[src/sv/rpwd_pkg.sv]
// ----------------------------------------------------------------------------
// rpwd_pkg
// Shared constants and types of the rc pwm pulse width decoder.
// ----------------------------------------------------------------------------
`default_nettype none

package rpwd_pkg;

	localparam int CHANNELS   = 6;
	localparam int COUNT_BITS = 16;
	localparam int CFG_W      = 16;
	localparam int POS_W      = 16;
	localparam int PIN_W      = CHANNELS;
	localparam int CHAN_W     = (CHANNELS > 1) ? $clog2(CHANNELS) : 1;
	localparam int CFG_IDX_W  = 2;
	localparam int EXT_W      = ((COUNT_BITS > CFG_W) ? COUNT_BITS : CFG_W) + 1;

	localparam logic [CFG_IDX_W-1:0] REG_MIN_WIDTH = 2'd0;
	localparam logic [CFG_IDX_W-1:0] REG_MAX_WIDTH = 2'd1;
	localparam logic [CFG_IDX_W-1:0] REG_TOLERANCE = 2'd2;

	localparam logic [CFG_W-1:0] MIN_WIDTH_RST = 16'd16000;
	localparam logic [CFG_W-1:0] MAX_WIDTH_RST = 16'd32000;
	localparam logic [CFG_W-1:0] TOLERANCE_RST = 16'd1000;

	typedef struct packed {
		logic [CFG_W-1:0] min_width;
		logic [CFG_W-1:0] max_width;
		logic [CFG_W-1:0] tolerance;
	} cfg_t;

	typedef struct packed {
		logic             hit;
		logic [POS_W-1:0] position;
	} lane_res_t;

endpackage

`default_nettype wire

[src/sv/rpwd_pin_if.sv]
// ----------------------------------------------------------------------------
// rpwd_pin_if
// Pin sample channel: one request carries the levels of all channel pins.
// ----------------------------------------------------------------------------
`default_nettype none

interface rpwd_pin_if import rpwd_pkg::*; ();
	logic             valid;
	logic             ready;
	logic [PIN_W-1:0] pin_levels;

	modport source (output valid, output pin_levels, input ready);
	modport sink (input valid, input pin_levels, output ready);
endinterface

`default_nettype wire

[src/sv/rpwd_res_if.sv]
// ----------------------------------------------------------------------------
// rpwd_res_if
// Result channel: one decoded pulse per request.
// ----------------------------------------------------------------------------
`default_nettype none

interface rpwd_res_if import rpwd_pkg::*; ();
	logic              valid;
	logic              ready;
	logic [CHAN_W-1:0] channel;
	logic [POS_W-1:0]  position;
	logic              last;

	modport source (output valid, output channel, output position, output last, input ready);
	modport sink (input valid, input channel, input position, input last, output ready);
endinterface

`default_nettype wire

[src/sv/rpwd_lane.sv]
// ----------------------------------------------------------------------------
// rpwd_lane
// One channel: edge detect, saturating high-time counter and width qualify.
// ----------------------------------------------------------------------------
`default_nettype none

module rpwd_lane import rpwd_pkg::*; (
	input  wire logic      clk,
	input  wire logic      arst_n,
	input  wire logic      advance,
	input  wire logic      level,
	input  wire cfg_t      cfg,
	output lane_res_t      res
);

	localparam logic [COUNT_BITS-1:0] CNT_MAX = '1;

	logic                  prev_q;
	logic                  measuring_q;
	logic [COUNT_BITS-1:0] high_time_q;

	logic             rise;
	logic             fall;
	logic [EXT_W-1:0] w;
	logic [EXT_W-1:0] mn;
	logic [EXT_W-1:0] mx;
	logic [EXT_W-1:0] tol;
	logic [EXT_W-1:0] span_m1;
	logic             range_ok;
	logic             in_range;
	logic             below;
	logic             above;

	assign rise = level && !prev_q;
	assign fall = !level && prev_q;

	assign w        = EXT_W'(high_time_q);
	assign mn       = EXT_W'(cfg.min_width);
	assign mx       = EXT_W'(cfg.max_width);
	assign tol      = EXT_W'(cfg.tolerance);
	assign span_m1  = mx - mn - EXT_W'(1);
	assign range_ok = mx > mn;
	assign in_range = (w >= mn) && (w < mx);
	assign below    = (w < mn) && ((w + tol) >= mn);
	assign above    = (w >= mx) && (w < (mx + tol));

	always_comb begin
		res.hit = fall && measuring_q && range_ok && (in_range || below || above);
		if (in_range) begin
			res.position = POS_W'(w - mn);
		end else if (below) begin
			res.position = '0;
		end else begin
			res.position = POS_W'(span_m1);
		end
	end

	always_ff @(posedge clk or negedge arst_n) begin
		if (!arst_n) begin
			prev_q      <= 1'b0;
			measuring_q <= 1'b0;
			high_time_q <= '0;
		end else if (advance) begin
			prev_q <= level;
			if (rise) begin
				measuring_q <= 1'b1;
				high_time_q <= COUNT_BITS'(1);
			end else if (level) begin
				if (measuring_q && (high_time_q != CNT_MAX)) begin
					high_time_q <= high_time_q + COUNT_BITS'(1);
				end
			end else if (prev_q) begin
				measuring_q <= 1'b0;
				high_time_q <= '0;
			end
		end
	end

endmodule

`default_nettype wire

[src/sv/rpwd_merge.sv]
// ----------------------------------------------------------------------------
// rpwd_merge
// Holds the lane results of one request and emits them in channel order.
// ----------------------------------------------------------------------------
`default_nettype none

module rpwd_merge import rpwd_pkg::*; (
	input  wire logic      clk,
	input  wire logic      arst_n,
	input  wire logic      load,
	input  wire lane_res_t lanes [CHANNELS],
	output logic           set_free,
	rpwd_res_if.source     res
);

	logic [CHANNELS-1:0] mask_s1;
	logic [POS_W-1:0]    pos_s1 [CHANNELS];

	logic              out_valid_q;
	logic [CHAN_W-1:0] chan_q;
	logic [POS_W-1:0]  pos_q;
	logic              last_q;

	logic [CHAN_W-1:0]   sel;
	logic [CHANNELS-1:0] sel_bit;
	logic                sel_last;
	logic                move;

	always_comb begin
		sel     = '0;
		sel_bit = '0;
		for (int i = CHANNELS - 1; i >= 0; i--) begin
			if (mask_s1[i]) begin
				sel     = CHAN_W'(i);
				sel_bit = CHANNELS'(1) << i;
			end
		end
	end

	assign sel_last = (mask_s1 & ~sel_bit) == '0;
	assign move     = (mask_s1 != '0) && (!out_valid_q || res.ready);
	assign set_free = (mask_s1 == '0) || (move && sel_last);

	always_ff @(posedge clk or negedge arst_n) begin
		if (!arst_n) begin
			mask_s1 <= '0;
		end else if (load) begin
			for (int i = 0; i < CHANNELS; i++) begin
				mask_s1[i] <= lanes[i].hit;
			end
		end else if (move) begin
			mask_s1 <= mask_s1 & ~sel_bit;
		end
	end

	always_ff @(posedge clk) begin
		if (load) begin
			for (int i = 0; i < CHANNELS; i++) begin
				pos_s1[i] <= lanes[i].position;
			end
		end
	end

	always_ff @(posedge clk or negedge arst_n) begin
		if (!arst_n) begin
			out_valid_q <= 1'b0;
		end else if (move) begin
			out_valid_q <= 1'b1;
		end else if (res.ready) begin
			out_valid_q <= 1'b0;
		end
	end

	always_ff @(posedge clk) begin
		if (move) begin
			chan_q <= sel;
			pos_q  <= pos_s1[sel];
			last_q <= sel_last;
		end
	end

	assign res.valid    = out_valid_q;
	assign res.channel  = chan_q;
	assign res.position = pos_q;
	assign res.last     = last_q;

endmodule

`default_nettype wire

[src/sv/rc_pwm_pulse_width_decoder_top.sv]
// ----------------------------------------------------------------------------
// rc_pwm_pulse_width_decoder_top
// A pulse that ends on a request passes the merge and output registers.
// Throughput: one request per cycle while the merge stage is free; a request
// ending k pulses holds it until its k results move out, one per ready cycle.
// Reset: arst_n clears pin history, counters and the merge stage and loads the
// register defaults (16000, 32000, 1000).
// ----------------------------------------------------------------------------
`default_nettype none

module rc_pwm_pulse_width_decoder_top import rpwd_pkg::*; (
	input  wire logic                 clk,
	input  wire logic                 arst_n,
	rpwd_pin_if.sink                  pins,
	rpwd_res_if.source                results,
	input  wire logic                 cfg_we,
	input  wire logic [CFG_IDX_W-1:0] cfg_index,
	input  wire logic [CFG_W-1:0]     cfg_data
);

	cfg_t      cfg_q;
	lane_res_t lanes [CHANNELS];
	logic      set_free;
	logic      advance;

	always_ff @(posedge clk or negedge arst_n) begin
		if (!arst_n) begin
			cfg_q.min_width <= MIN_WIDTH_RST;
			cfg_q.max_width <= MAX_WIDTH_RST;
			cfg_q.tolerance <= TOLERANCE_RST;
		end else if (cfg_we) begin
			unique case (cfg_index)
				REG_MIN_WIDTH: cfg_q.min_width <= cfg_data;
				REG_MAX_WIDTH: cfg_q.max_width <= cfg_data;
				REG_TOLERANCE: cfg_q.tolerance <= cfg_data;
				default: ;
			endcase
		end
	end

	assign pins.ready = set_free;
	assign advance    = pins.valid && set_free;

	for (genvar g = 0; g < CHANNELS; g++) begin : g_lane
		rpwd_lane u_lane (
			.clk     (clk),
			.arst_n  (arst_n),
			.advance (advance),
			.level   (pins.pin_levels[g]),
			.cfg     (cfg_q),
			.res     (lanes[g])
		);
	end

	rpwd_merge u_merge (
		.clk      (clk),
		.arst_n   (arst_n),
		.load     (advance),
		.lanes    (lanes),
		.set_free (set_free),
		.res      (results)
	);

endmodule

`default_nettype wire
[src/flat_wrapper.sv]
// flat-port wrapper written by rule: the top's interface ports become plain ports
module rc_pwm_pulse_width_decoder_top_flat import rpwd_pkg::*;
  (clk, arst_n, cfg_we, cfg_index, cfg_data, pins_valid, pins_pin_levels, pins_ready, results_valid, results_channel, results_position, results_last, results_ready);
  rpwd_pin_if pins_i ();
  rpwd_res_if results_i ();
  input  wire logic clk;
  input  wire logic arst_n;
  input  wire logic cfg_we;
  input  wire logic [CFG_IDX_W-1:0] cfg_index;
  input  wire logic [CFG_W-1:0] cfg_data;
  input wire logic [$bits(pins_i.valid)-1:0] pins_valid;
  input wire logic [$bits(pins_i.pin_levels)-1:0] pins_pin_levels;
  output wire logic [$bits(pins_i.ready)-1:0] pins_ready;
  output wire logic [$bits(results_i.valid)-1:0] results_valid;
  output wire logic [$bits(results_i.channel)-1:0] results_channel;
  output wire logic [$bits(results_i.position)-1:0] results_position;
  output wire logic [$bits(results_i.last)-1:0] results_last;
  input wire logic [$bits(results_i.ready)-1:0] results_ready;
  assign pins_i.valid = pins_valid;
  assign pins_i.pin_levels = pins_pin_levels;
  assign pins_ready = pins_i.ready;
  assign results_valid = results_i.valid;
  assign results_channel = results_i.channel;
  assign results_position = results_i.position;
  assign results_last = results_i.last;
  assign results_i.ready = results_ready;
  rc_pwm_pulse_width_decoder_top u_core (.clk(clk), .arst_n(arst_n), .pins(pins_i), .results(results_i), .cfg_we(cfg_we), .cfg_index(cfg_index), .cfg_data(cfg_data));
endmodule
[config.mk]
export PLATFORM = sky130hd
export DESIGN_NAME = rc_pwm_pulse_width_decoder_top_flat
export DESIGN_NICKNAME = d
export VERILOG_FILES = /design/src/sv/rpwd_pkg.sv /design/src/sv/rpwd_pin_if.sv /design/src/sv/rpwd_res_if.sv /design/src/sv/rpwd_lane.sv /design/src/sv/rpwd_merge.sv /design/src/sv/rc_pwm_pulse_width_decoder_top.sv /design/src/flat_wrapper.sv
export SDC_FILE = /design/constraint.sdc
export NUM_CORES = 1
export LEC_CHECK = 0
export BUFFER_PORTS_ARGS = -buffer_cell sky130_fd_sc_hd__buf_2
export CORE_MARGIN = 2
export CORE_UTILIZATION = 40
export CTS_CLUSTER_DIAMETER = 50
export CTS_CLUSTER_SIZE = 20
export DETAILED_ROUTE_END_ITERATION = 8
export GPL_TIMING_DRIVEN = 0
export HOLD_SLACK_MARGIN = 0.06
export SKIP_LAST_GASP = 1
export SLEW_MARGIN = 10
export SYNTH_ARGS = -nofsm -noshare
export SYNTH_HDL_FRONTEND = slang
export SYNTH_SLANG_ARGS = --single-unit
[constraint.sdc]
create_clock -name clk -period 13.2 [get_ports clk]
set_input_delay 0 -clock clk [delete_from_list [all_inputs] [get_ports clk]]
set_output_delay 0 -clock clk [all_outputs]
set_load 0.05 [all_outputs]
======== Word level (Yosys, flattened, before mapping) ========
Memory sizes are Yosys's and may differ from the RTL's. A register that Yosys moved wholly into a read port is not among the register bits.
Index checks and enable logic that the tools add are counted.
word-level totals
  input port bits ......................... 29
  memories ................................ 1
  bits in writable memories ............... 96
  output and inout bits ................... 22
  flip-flop bits (word level) ............. 167
operators by class
  reduce and logical (&&, ||, !) cells .... 117
  multiplexer cells ....................... 72
  equal/unequal tests ..................... 20
  bitwise logic cells ..................... 2
  $add $sub $neg .......................... 21
  order comparisons ....................... 37
memory list
  name                   depth  bits a word  rd ports  clocked after Yosys merged registers in  write ports  RTL line          text
  u_core.u_merge.pos_s1  6      16           1         1                                        6            rpwd_merge.sv:17  logic [POS_W-1:0] pos_s1 [CHANNELS];
operators by type and width
  operator                 number
  $mux W16                 36
  $ge A16 B16 Y1           12
  $lt A16 B16 Y1           12
  $add A16 B16 Y17         7
  $sub A16 B16 Y16         7
  $ge A17 B16 Y1           6
  $lt A16 B17 Y1           6
  $add A16 B1 Y16 const B  6
  $ne A16 B16 Y1 const B   6
  $logic_and A1 B1 Y1      57
  $mux W6                  8
  $reduce_and A3 Y1        12
  $mux W1                  22
  $mux W3                  6
  $ne A3 B1 Y1 const B     6
  $reduce_bool A3 Y1       6
  $gt A16 B16 Y1           1
  $reduce_bool A2 Y1       8
  $sub A16 B1 Y16 const B  1
  $logic_or A1 B1 Y1       14
  $logic_not A1 Y1         13
  $logic_not A6 Y1         2
  $ne A2 B1 Y1 const B     6
  $and A6 B6 Y6            1
  6 further kinds          8

======== Longest topological paths before layout ========
Gate-level depths: netlist (run 1).
  depth after elaboration ................. 14
  mapped depth ............................ 22
  depth with buffers taken out ............ 21

======== Modules after synthesis ========
From an unflattened synthesis (run 1), not the netlist that was laid out.
second synthesis, totals
  cells, all modules ...................... 4515
  area, all modules ....................... 38012.7 µm²
by module, submodules not included
  module                                    sequential area each (µm²)  times used  area an instance (µm²)  cells an instance
  rpwd_lane at u_core.g_lane[3].u_lane ...  450.4                       2           5220.0                  680
  rpwd_lane at u_core.g_lane[5].u_lane      450.4                       1           5295.1                  703
  rpwd_lane at u_core.g_lane[0].u_lane      450.4                       1           5162.5                  677
  rpwd_lane at u_core.g_lane[2].u_lane      450.4                       1           5161.2                  673
  rpwd_lane at u_core.g_lane[1].u_lane      450.4                       1           5136.2                  676
  rpwd_merge                                3658.5                      1           4973.5                  323
  rc_pwm_pulse_width_decoder_top            1223.7                      1           1844.3                  103

======== Worst setup path before layout (run 1) ========
Ideal clock, no wire load.
  path kind ............................... register to register
  from .................................... register u_core.u_merge.mask_s1[3]
  to ...................................... memory u_core.u_merge.pos_s1[0][0], enable pin
  arrival ................................. 4690 ps
  library setup time ...................... 496 ps
  stages on the path, launching flop included .. 10
  slack ................................... 8014 ps
  buffers on the path ..................... 3
  path through ............................ dfrtp_1 > or3_1 > buf_2 > nor2_1 > o31a_1 > a31o_2 > nand2_4 > inv_2 > clkbuf_1 > clkbuf_1
RTL lines
  element                            RTL line          text
  from (decl)                        rpwd_merge.sv:16  logic [CHANNELS-1:0] mask_s1;
  from (signal, indexed assignment)  rpwd_merge.sv:49  mask_s1[i] <= lanes[i].hit;
  from (signal assigned)             rpwd_merge.sv:52  mask_s1 <= mask_s1 & ~sel_bit;
  to (decl)                          rpwd_merge.sv:17

==> flow_metrics.env, run 1 <==
export IMPL_area_growth_pct=11.9
export IMPL_cp_common_cell="nor2_1"
export IMPL_first_iter_violations=2904
export IMPL_crit_arrival_ps=7030
export IMPL_ctsLongestPathBuffers=3
export IMPL_peakVddDrop_uv=112
export IMPL_synth_fp_nets=3826
export IMPL_rsz0062_at_grt="no"
export IMPL_avgViaCountPerCell=6.10
export IMPL_worstPathCellList="inv_1 -> fa_1 -> nor2b_1 -> o21ai_1 -> a21boi_1 -> nor2_1 -> nor2_1 -> a21o_1 -> a21oi_1 -> xnor2_1 -> ha_1 -> a21o_1 -> a21oi_1 -> nor2_1 -> a2111oi_0 -> nor2_1 -> a2111oi_0 -> a21oi_1 -> or2_1 -> buf_2 -> o22ai_1"
export IMPL_critPathMaxFanout=9
export IMPL_drive_gt1_share_pct=7.45
export IMPL_die_area_um2=74400
export IMPL_ys_ff_latch=279
export IMPL_grt_pass1_wl_um=159000
export IMPL_yosys_warnings=0
export IMPL_routed_via_count=26577
export IMPL_final_area_um2=32300
export IMPL_final_min_clock_period_ps=6640
export IMPL_status="completed"
export IMPL_cts_root_buf="clkbuf_16"
export IMPL_drc_errors=0
export IMPL_placement_io_buffers=50
export IMPL_crit_cells=21
export IMPL_crit_buf_inv=2
export IMPL_grt_usage_pct=28.8
export IMPL_worst_r2r_cell_count=21
export IMPL_cp_start_kind="register"
export IMPL_rows=98
export IMPL_coreArea_um2=71500
export IMPL_grt_pass1_vias=24281
export IMPL_cts_htree_levels=2
export IMPL_max_slew_margin_pct=10.9
export IMPL_postCtsSetupBuffers=0
export IMPL_r2r_setup_slack_ps=6560
export IMPL_slowest_delay_ps=1100
export IMPL_syn_area_um2=28900
export IMPL_numCtsBuffers=40
export IMPL_finalWorstSetupSlack_ps=6560
export IMPL_setup_viol=0
export IMPL_cts_tree="done"
export IMPL_power_density_nw_per_um2=157
export IMPL_grt_remaining_overflow=0
export IMPL_leakage_nw=15.2
export IMPL_drt_total_wl_um=109000
export IMPL_holdPathStages=3
export IMPL_worst_slew_pin_transition_ps=1340
export IMPL_worstSetupPathType="reg2reg"
export IMPL_antenna_found_initial=1
export IMPL_clk_pin_slew_worst_paths_ps=70
export IMPL_firstDrtPassIters=6
export IMPL_clock_sinks=279
export IMPL_cp_end_kind="register"
export IMPL_critPathRequiredTime_ps=13590
export IMPL_drtAntennaViolNets=0
export IMPL_synth_cells=3246
export IMPL_synth_avg_cell_area_um2=8.90
export IMPL_dieWidth_um=273
export IMPL_drv_slew=0
export IMPL_die_h_um=273
export IMPL_hold_buffers=35
export IMPL_fmaxAchievable_mhz=151
export IMPL_io_pins=51
export IMPL_grt_max_degree=91
export IMPL_cp_slowest_cell="a2111oi_0"
export IMPL_hold_class="in2reg"
export IMPL_finalHoldViolCount=0
export IMPL_ys_flop_type="dfrtp_1"
export IMPL_finClkSkew_ps=45.1
export IMPL_max_cap_viol_count=0
export IMPL_hpwl_um=79700
export IMPL_synth_edf_count=116
export IMPL_placed_cell_area_um2=30400
export IMPL_final_nets=3957
export IMPL_clk_latency_ps=590
export IMPL_final_period_utilization_pct=50.3
export IMPL_crit_family="compound AO/OA/AOI/OAI gates"
export IMPL_antenna_cells=0
export IMPL_cts_resized=0
export IMPL_start_util_pct=40.4
export IMPL_yosys_cell_types_count=88
export IMPL_wl_per_cell_um=24.9
export IMPL_seq_area_frac_synth_pct=26.3
export IMPL_pre_cts_ws_ps=6910
export IMPL_setup_tns_ps=0
export IMPL_async_flop_share_pct=58.4
export IMPL_gp_congestion=0.994
[final cells by class]
| cell class | count | area (um^2) |
|---|---|---|
| buffer | 58 | 258 |
| clock buffer | 42 | 1020 |
| clock inverter | 31 | 508 |
| fill | 6886 | 39200 |
| inverter | 131 | 492 |
| multi-input combinational | 2778 | 20600 |
| sequential | 279 | 7580 |
| tap | 950 | 1190 |
| timing repair buffer | 89 | 706 |
[registers in the layout, indices dropped and copies added, names as in the netlist, 3 cells and up]
signal and flops:
u_core.u_merge.mask_s1 6, u_core.u_merge.pos_s1 96, u_core.g_lane.u_lane.measuring_q 6, u_core.u_merge.res.position 16
u_core.u_merge.res.channel 3, u_core.g_lane.u_lane.prev_q 6, u_core.cfg_q 48, u_core.g_lane.u_lane.high_time_q 96
[cell families (layout without fill, tap and decap cells)]
kind of cell	Yosys count	after routing	synth area share, %
adders and majority gates	552	552	24.3
muxes	72	72	3.35
AOI/OAI and AO/OA	1053	1053	22.9
and+or+nand+nor	919	919	15.1
DFF	279	279	26.3
xor gates and xnor gates	182	182	5.54
buffers and inverters	189	351	2.58
[per-layer routing]
| metal | up-vias | track usage (%) | wire (um) |
|---|---|---|---|
| met4 | 2 | 12.3 | 5280 |
| met1 | 12571 | 40.6 | 47300 |
| li1 | 12497 | - | - |
| met2 | 1254 | 43.9 | 46200 |
| met5 | - | 0 | 13 |
| met3 | 253 | 4.26 | 9980 |
[tightest hold or removal path, stage by stage]
cell	delay, ps
buf_2	110
nand3b_1	310
mux2_2	220
[synth_stat cells, types with 18 or more instances]
master / count / share of area (%)
o21a_1: 44 / 1.1
o31ai_1: 51 / 1.3
dfstp_2: 18 / 1.6
nor3_1: 44 / 0.76
a21o_1: 122 / 3.2
nor2_1: 209 / 2.7
a31oi_1: 24 / 0.52
xnor2_1: 115 / 3.5
edfxtp_1: 116 / 12
xor2_1: 66 / 2.0
o211ai_1: 21 / 0.55
o22ai_1: 41 / 0.89
mux2_2: 32 / 1.2
inv_1: 128 / 1.7
mux2i_1: 18 / 0.62
o21ai_1: 117 / 2.0
nand3_1: 58 / 1.0
ha_1: 537 / 23
and3_1: 55 / 1.2
nand4_1: 63 / 1.4
o21ai_0: 214 / 3.7
a21oi_1: 252 / 4.4
nand2_1: 314 / 4.1
nor2b_1: 55 / 1.2
a211oi_1: 22 / 0.57
dfrtp_1: 145 / 13
nand2b_1: 54 / 1.2
o21bai_1: 20 / 0.52
clkbuf_1: 36 / 0.47
or3_1: 18 / 0.39
[placed cells by master, fill, tap and decap left out, types with 10 or more instances in the layout]
| master | count |
|---|---|
| ha_1 | 537 |
| nand2_1 | 314 |
| a21oi_1 | 252 |
| o21ai_0 | 214 |
| nor2_1 | 208 |
| dfrtp_1 | 145 |
| inv_1 | 128 |
| a21o_1 | 122 |
| o21ai_1 | 117 |
| edfxtp_1 | 116 |
| xnor2_1 | 115 |
| xor2_1 | 66 |
| buf_2 | 66 |
| nand4_1 | 63 |
| nand3_1 | 58 |
| nor2b_1 | 55 |
| and3_1 | 55 |
| nand2b_1 | 54 |
| o31ai_1 | 51 |
| o21a_1 | 44 |
| nor3_1 | 42 |
| o22ai_1 | 41 |
| clkbuf_16 | 40 |
| clkbuf_1 | 36 |
| dlygate4sd3_1 | 34 |
| mux2_2 | 32 |
| a31oi_1 | 24 |
| a211oi_1 | 22 |
| o211ai_1 | 21 |
| o21bai_1 | 20 |
| or3_1 | 18 |
| mux2i_1 | 18 |
| dfstp_2 | 18 |
| mux4_2 | 16 |
| fa_1 | 14 |
| a21boi_0 | 12 |
| o41ai_1 | 11 |
| and4_1 | 11 |
| nor4_1 | 10 |
| a2111oi_0 | 10 |
[per-stage QoR]
step	std cells	hold slack, ps	util [%]	total power [mW]
after floorplan	3246	-296	-	2.87
after global placement	4246	238	42.4	3.73
after detailed placement	4250	25.5	42.6	3.76
after CTS	4358	75.0	45.2	5.01
after global routing	4358	124	45.2	5.34
final	4358	102	45.2	5.06
[where the power goes]
part,total (mW),internal (mW),switching [mW]
Combinational,2.49,0.891,1.60
Sequential,1.35,1.15,0.198
Clock,1.23,0.747,0.480
[worst paths after layout]
kind	startpoint	end
worst max-delay path	u_core.cfg_q[1]$_DFFE_PN0P_	u_core.u_merge.pos_s1[1][7]$_DFFE_PP_
worst min-delay path	cfg_we	u_core.cfg_q[0]$_DFFE_PN0P_
worst max register to register	u_core.cfg_q[1]$_DFFE_PN0P_	u_core.u_merge.pos_s1[1][7]$_DFFE_PP_
worst min register to register	u_core.u_merge.res.valid$_DFFE_PN0P_	u_core.u_merge.res.valid$_DFFE_PN0P_
max in group asynchronous	arst_n	u_core.g_lane[1].u_lane.high_time_q[14]$_DFFE_PN0P_
min in group asynchronous	arst_n	u_core.g_lane[3].u_lane.high_time_q[1]$_DFFE_PN0P_
Note: power is estimated with default switching activity, not from simulation.
==> run 2: changes to the inputs <==
==> constraint.sdc (replaced) <==
create_clock -name clk -period 5.9 [get_ports clk]
set_input_delay 0 -clock clk [delete_from_list [all_inputs] [get_ports clk]]
set_output_delay 0 -clock clk [all_outputs]
set_load 0.05 [all_outputs]
==> run 2 against run 1 <==
  * Final cell count hardly changed
  * Sequential power is 120% higher
  * Critical path depth stayed put
  * Design area is 0.22% higher
  * Clock power is 120% higher
  * Sequential share of layout area hardly changed
  * Maximum frequency is 16% higher
  * Flip-flop and latch count stayed put
  * Clock-buffer cell count stayed put
  * Core utilization is 0.10 points higher
  * Non-clock buffer count is 4 higher
  * Critical path type unchanged
==> flow_metrics.env, run 2 (synthesis results as in run 1) <==
export IMPL_placement_io_buffers=50
export IMPL_final_nets=3961
export IMPL_firstDrtPassIters=6
export IMPL_top_regs="u_core.g_lane.u_lane.high_time_q x96, u_core.u_merge.pos_s1 x96, u_core.cfg_q x48"
export IMPL_finClkSkew_ps=39.4
export IMPL_antenna_found_initial=1
export IMPL_rows=98
export IMPL_start_util_pct=40.4
export IMPL_cp_start_kind="register"
export IMPL_cp_common_cell="nor2_1"
export IMPL_placed_cell_area_um2=30400
export IMPL_grt_pass1_wl_um=159000
export IMPL_pre_cts_ws_ps=-394
export IMPL_routed_via_count=26608
export IMPL_crit_arrival_ps=6100
export IMPL_hpwl_um=79700
export IMPL_critPathMaxFanout=9
export IMPL_hold_class="in2reg"
export IMPL_drc_errors=0
export IMPL_worst_r2r_cell_count=21
export IMPL_io_pins=51
export IMPL_final_period_utilization_pct=96.9
export IMPL_area_growth_pct=12.1
export IMPL_finalHoldViolCount=0
export IMPL_wl_per_cell_um=24.9
export IMPL_drtAntennaViolNets=0
export IMPL_max_slew_margin_pct=11.3
export IMPL_final_min_clock_period_ps=5720
export IMPL_max_cap_viol_count=0
export IMPL_r2r_start="u_core.g_lane[1].u_lane.high_time_q[1]$_DFFE_PN0P_"
export IMPL_worstPathCellList="inv_1 -> fa_1 -> nor2b_1 -> o21ai_1 -> a21boi_1 -> nor2_1 -> nor2_1 -> a21o_1 -> a21oi_1 -> xnor2_1 -> ha_1 -> a21o_1 -> a21oi_1 -> nor2_1 -> a2111oi_0 -> nor2_1 -> a2111oi_2 -> a21oi_1 -> or2_1 -> buf_2 -> o22ai_1"
export IMPL_worst_slew_pin_transition_ps=1330
export IMPL_finalWorstSetupSlack_ps=184
export IMPL_cts_root_buf="clkbuf_16"
export IMPL_p_total_mw=11.3
export IMPL_die_h_um=273
export IMPL_holdPathStages=3
export IMPL_r2r_end="u_core.u_merge.pos_s1[1][7]$_DFFE_PP_"
export IMPL_clock_sinks=279
export IMPL_clk_pin_slew_worst_paths_ps=70
export IMPL_timing_hold_ws_ps=103
export IMPL_cp_slowest_cell="dfrtp_1"
export IMPL_critPathRequiredTime_ps=6290
export IMPL_worstSetupPathType="reg2reg"
export IMPL_status="completed"
export IMPL_rsz0062_at_grt="yes"
export IMPL_peakVddDrop_uv=250
export IMPL_antenna_cells=0
export IMPL_numCtsBuffers=40
export IMPL_hold_end="u_core.cfg_q[0]$_DFFE_PN0P_"
export IMPL_avgViaCountPerCell=6.10
export IMPL_power_density_nw_per_um2=350
export IMPL_layout_common_cells="ha_1, nand2_1, a21oi_1"
export IMPL_die_area_um2=74400
export IMPL_cts_htree_levels=2
export IMPL_cts_tree="done"
export IMPL_drv_slew=0
export IMPL_cp_end_kind="register"
export IMPL_grt_usage_pct=28.8
export IMPL_r2r_setup_slack_ps=180
export IMPL_drt_total_wl_um=109000
export IMPL_first_iter_violations=2869
export IMPL_fmaxAchievable_mhz=175
export IMPL_dieWidth_um=273
export IMPL_final_area_um2=32400
export IMPL_grt_remaining_overflow=0
export IMPL_setup_viol=0
export IMPL_grt_max_degree=91
export IMPL_slowest_delay_ps=640
export IMPL_coreArea_um2=71500
export IMPL_clk_latency_ps=580
export IMPL_drive_gt1_share_pct=7.74
export IMPL_ctsLongestPathBuffers=3
export IMPL_gp_congestion=0.994
export IMPL_leakage_nw=15.2
export IMPL_layout_commonest_cell="ha_1"
export IMPL_grt_pass1_vias=24283
export IMPL_hold_start="cfg_we"
[run 2: final cells by class]
class / count / area, um^2
fill: 6888 / 39100
sequential: 279 / 7590
clock inverter: 31 / 508
inverter: 131 / 495
clock buffer: 42 / 1020
multi-input combinational: 2778 / 20600
buffer: 58 / 258
timing repair buffer: 93 / 748
tap: 950 / 1190
[run 2: worst max path at each step]
stage | startpoint | end | slack, ps | cells past startpoint
2_1_floorplan | u_core.u_merge.mask_s1[3]$_DFFE_PN0P_ | u_core.u_merge.pos_s1[0][0]$_DFFE_PP_ | 710 | 9
3_3_place_gp | u_core.u_merge.mask_s1[3]$_DFFE_PN0P_ | u_core.g_lane[3].u_lane.prev_q$_DFFE_PN0P_ | -1530 | 10
3_5_place_dp | u_core.cfg_q[1]$_DFFE_PN0P_ | u_core.u_merge.pos_s1[1][7]$_DFFE_PP_ | -390 | 21
4_1_cts | u_core.cfg_q[1]$_DFFE_PN0P_ | u_core.u_merge.pos_s1[1][7]$_DFFE_PP_ | -60 | 21
5_1_grt | u_core.g_lane[1].u_lane.high_time_q[1]$_DFFE_PN0P_ | u_core.u_merge.pos_s1[1][7]$_DFFE_PP_ | -20 | 21
6_report | u_core.g_lane[1].u_lane.high_time_q[1]$_DFFE_PN0P_ | u_core.u_merge.pos_s1[1][7]$_DFFE_PP_ | 180 | 21
[run 2: critical path, delay by kind of cell, from the launching register on]
| family | cells | cell delay [ps] |
|---|---|---|
| xor+xnor | 1 | 170 |
| flops | 1 | 640 |
| compound gates | 10 | 2520 |
| fa+ha+maj | 2 | 790 |
| buf+inv | 2 | 510 |
| simple gates | 6 | 880 |
[run 2: power by group]
| group | switching, mW | total, mW | internal, mW |
|---|---|---|---|
| clock network | 1.07 | 2.74 | 1.67 |
| logic | 3.58 | 5.58 | 2.01 |
| registers | 0.445 | 3.02 | 2.57 |
[run 2: metal layers]
| metal | GRT usage (%) | part of all wire [%] |
|---|---|---|
| met5 | 0 | 0.012 |
| met2 | 43.9 | 43 |
| met3 | 4.31 | 8.9 |
| met1 | 40.6 | 44 |
| met4 | 12.2 | 4.7 |
[run 2: per-stage QoR]
step	cells	setup TNS, ps	utilization, %
after CTS	4358	-87.6	45.2
after detailed placement	4250	-3970	42.6
after floorplan	3246	0	-
final	4362	0	45.3
after global routing	4362	-20.3	45.3
after global placement	4246	-152430	42.4
[run 2: repair_timing]
item                       in CTS  in global routing
gates resized for setup         4                  4
hold buffers                   35                  0
hold endpoints to repair      234                  0
setup buffers                   0                  4
setup endpoints to repair      20                 49
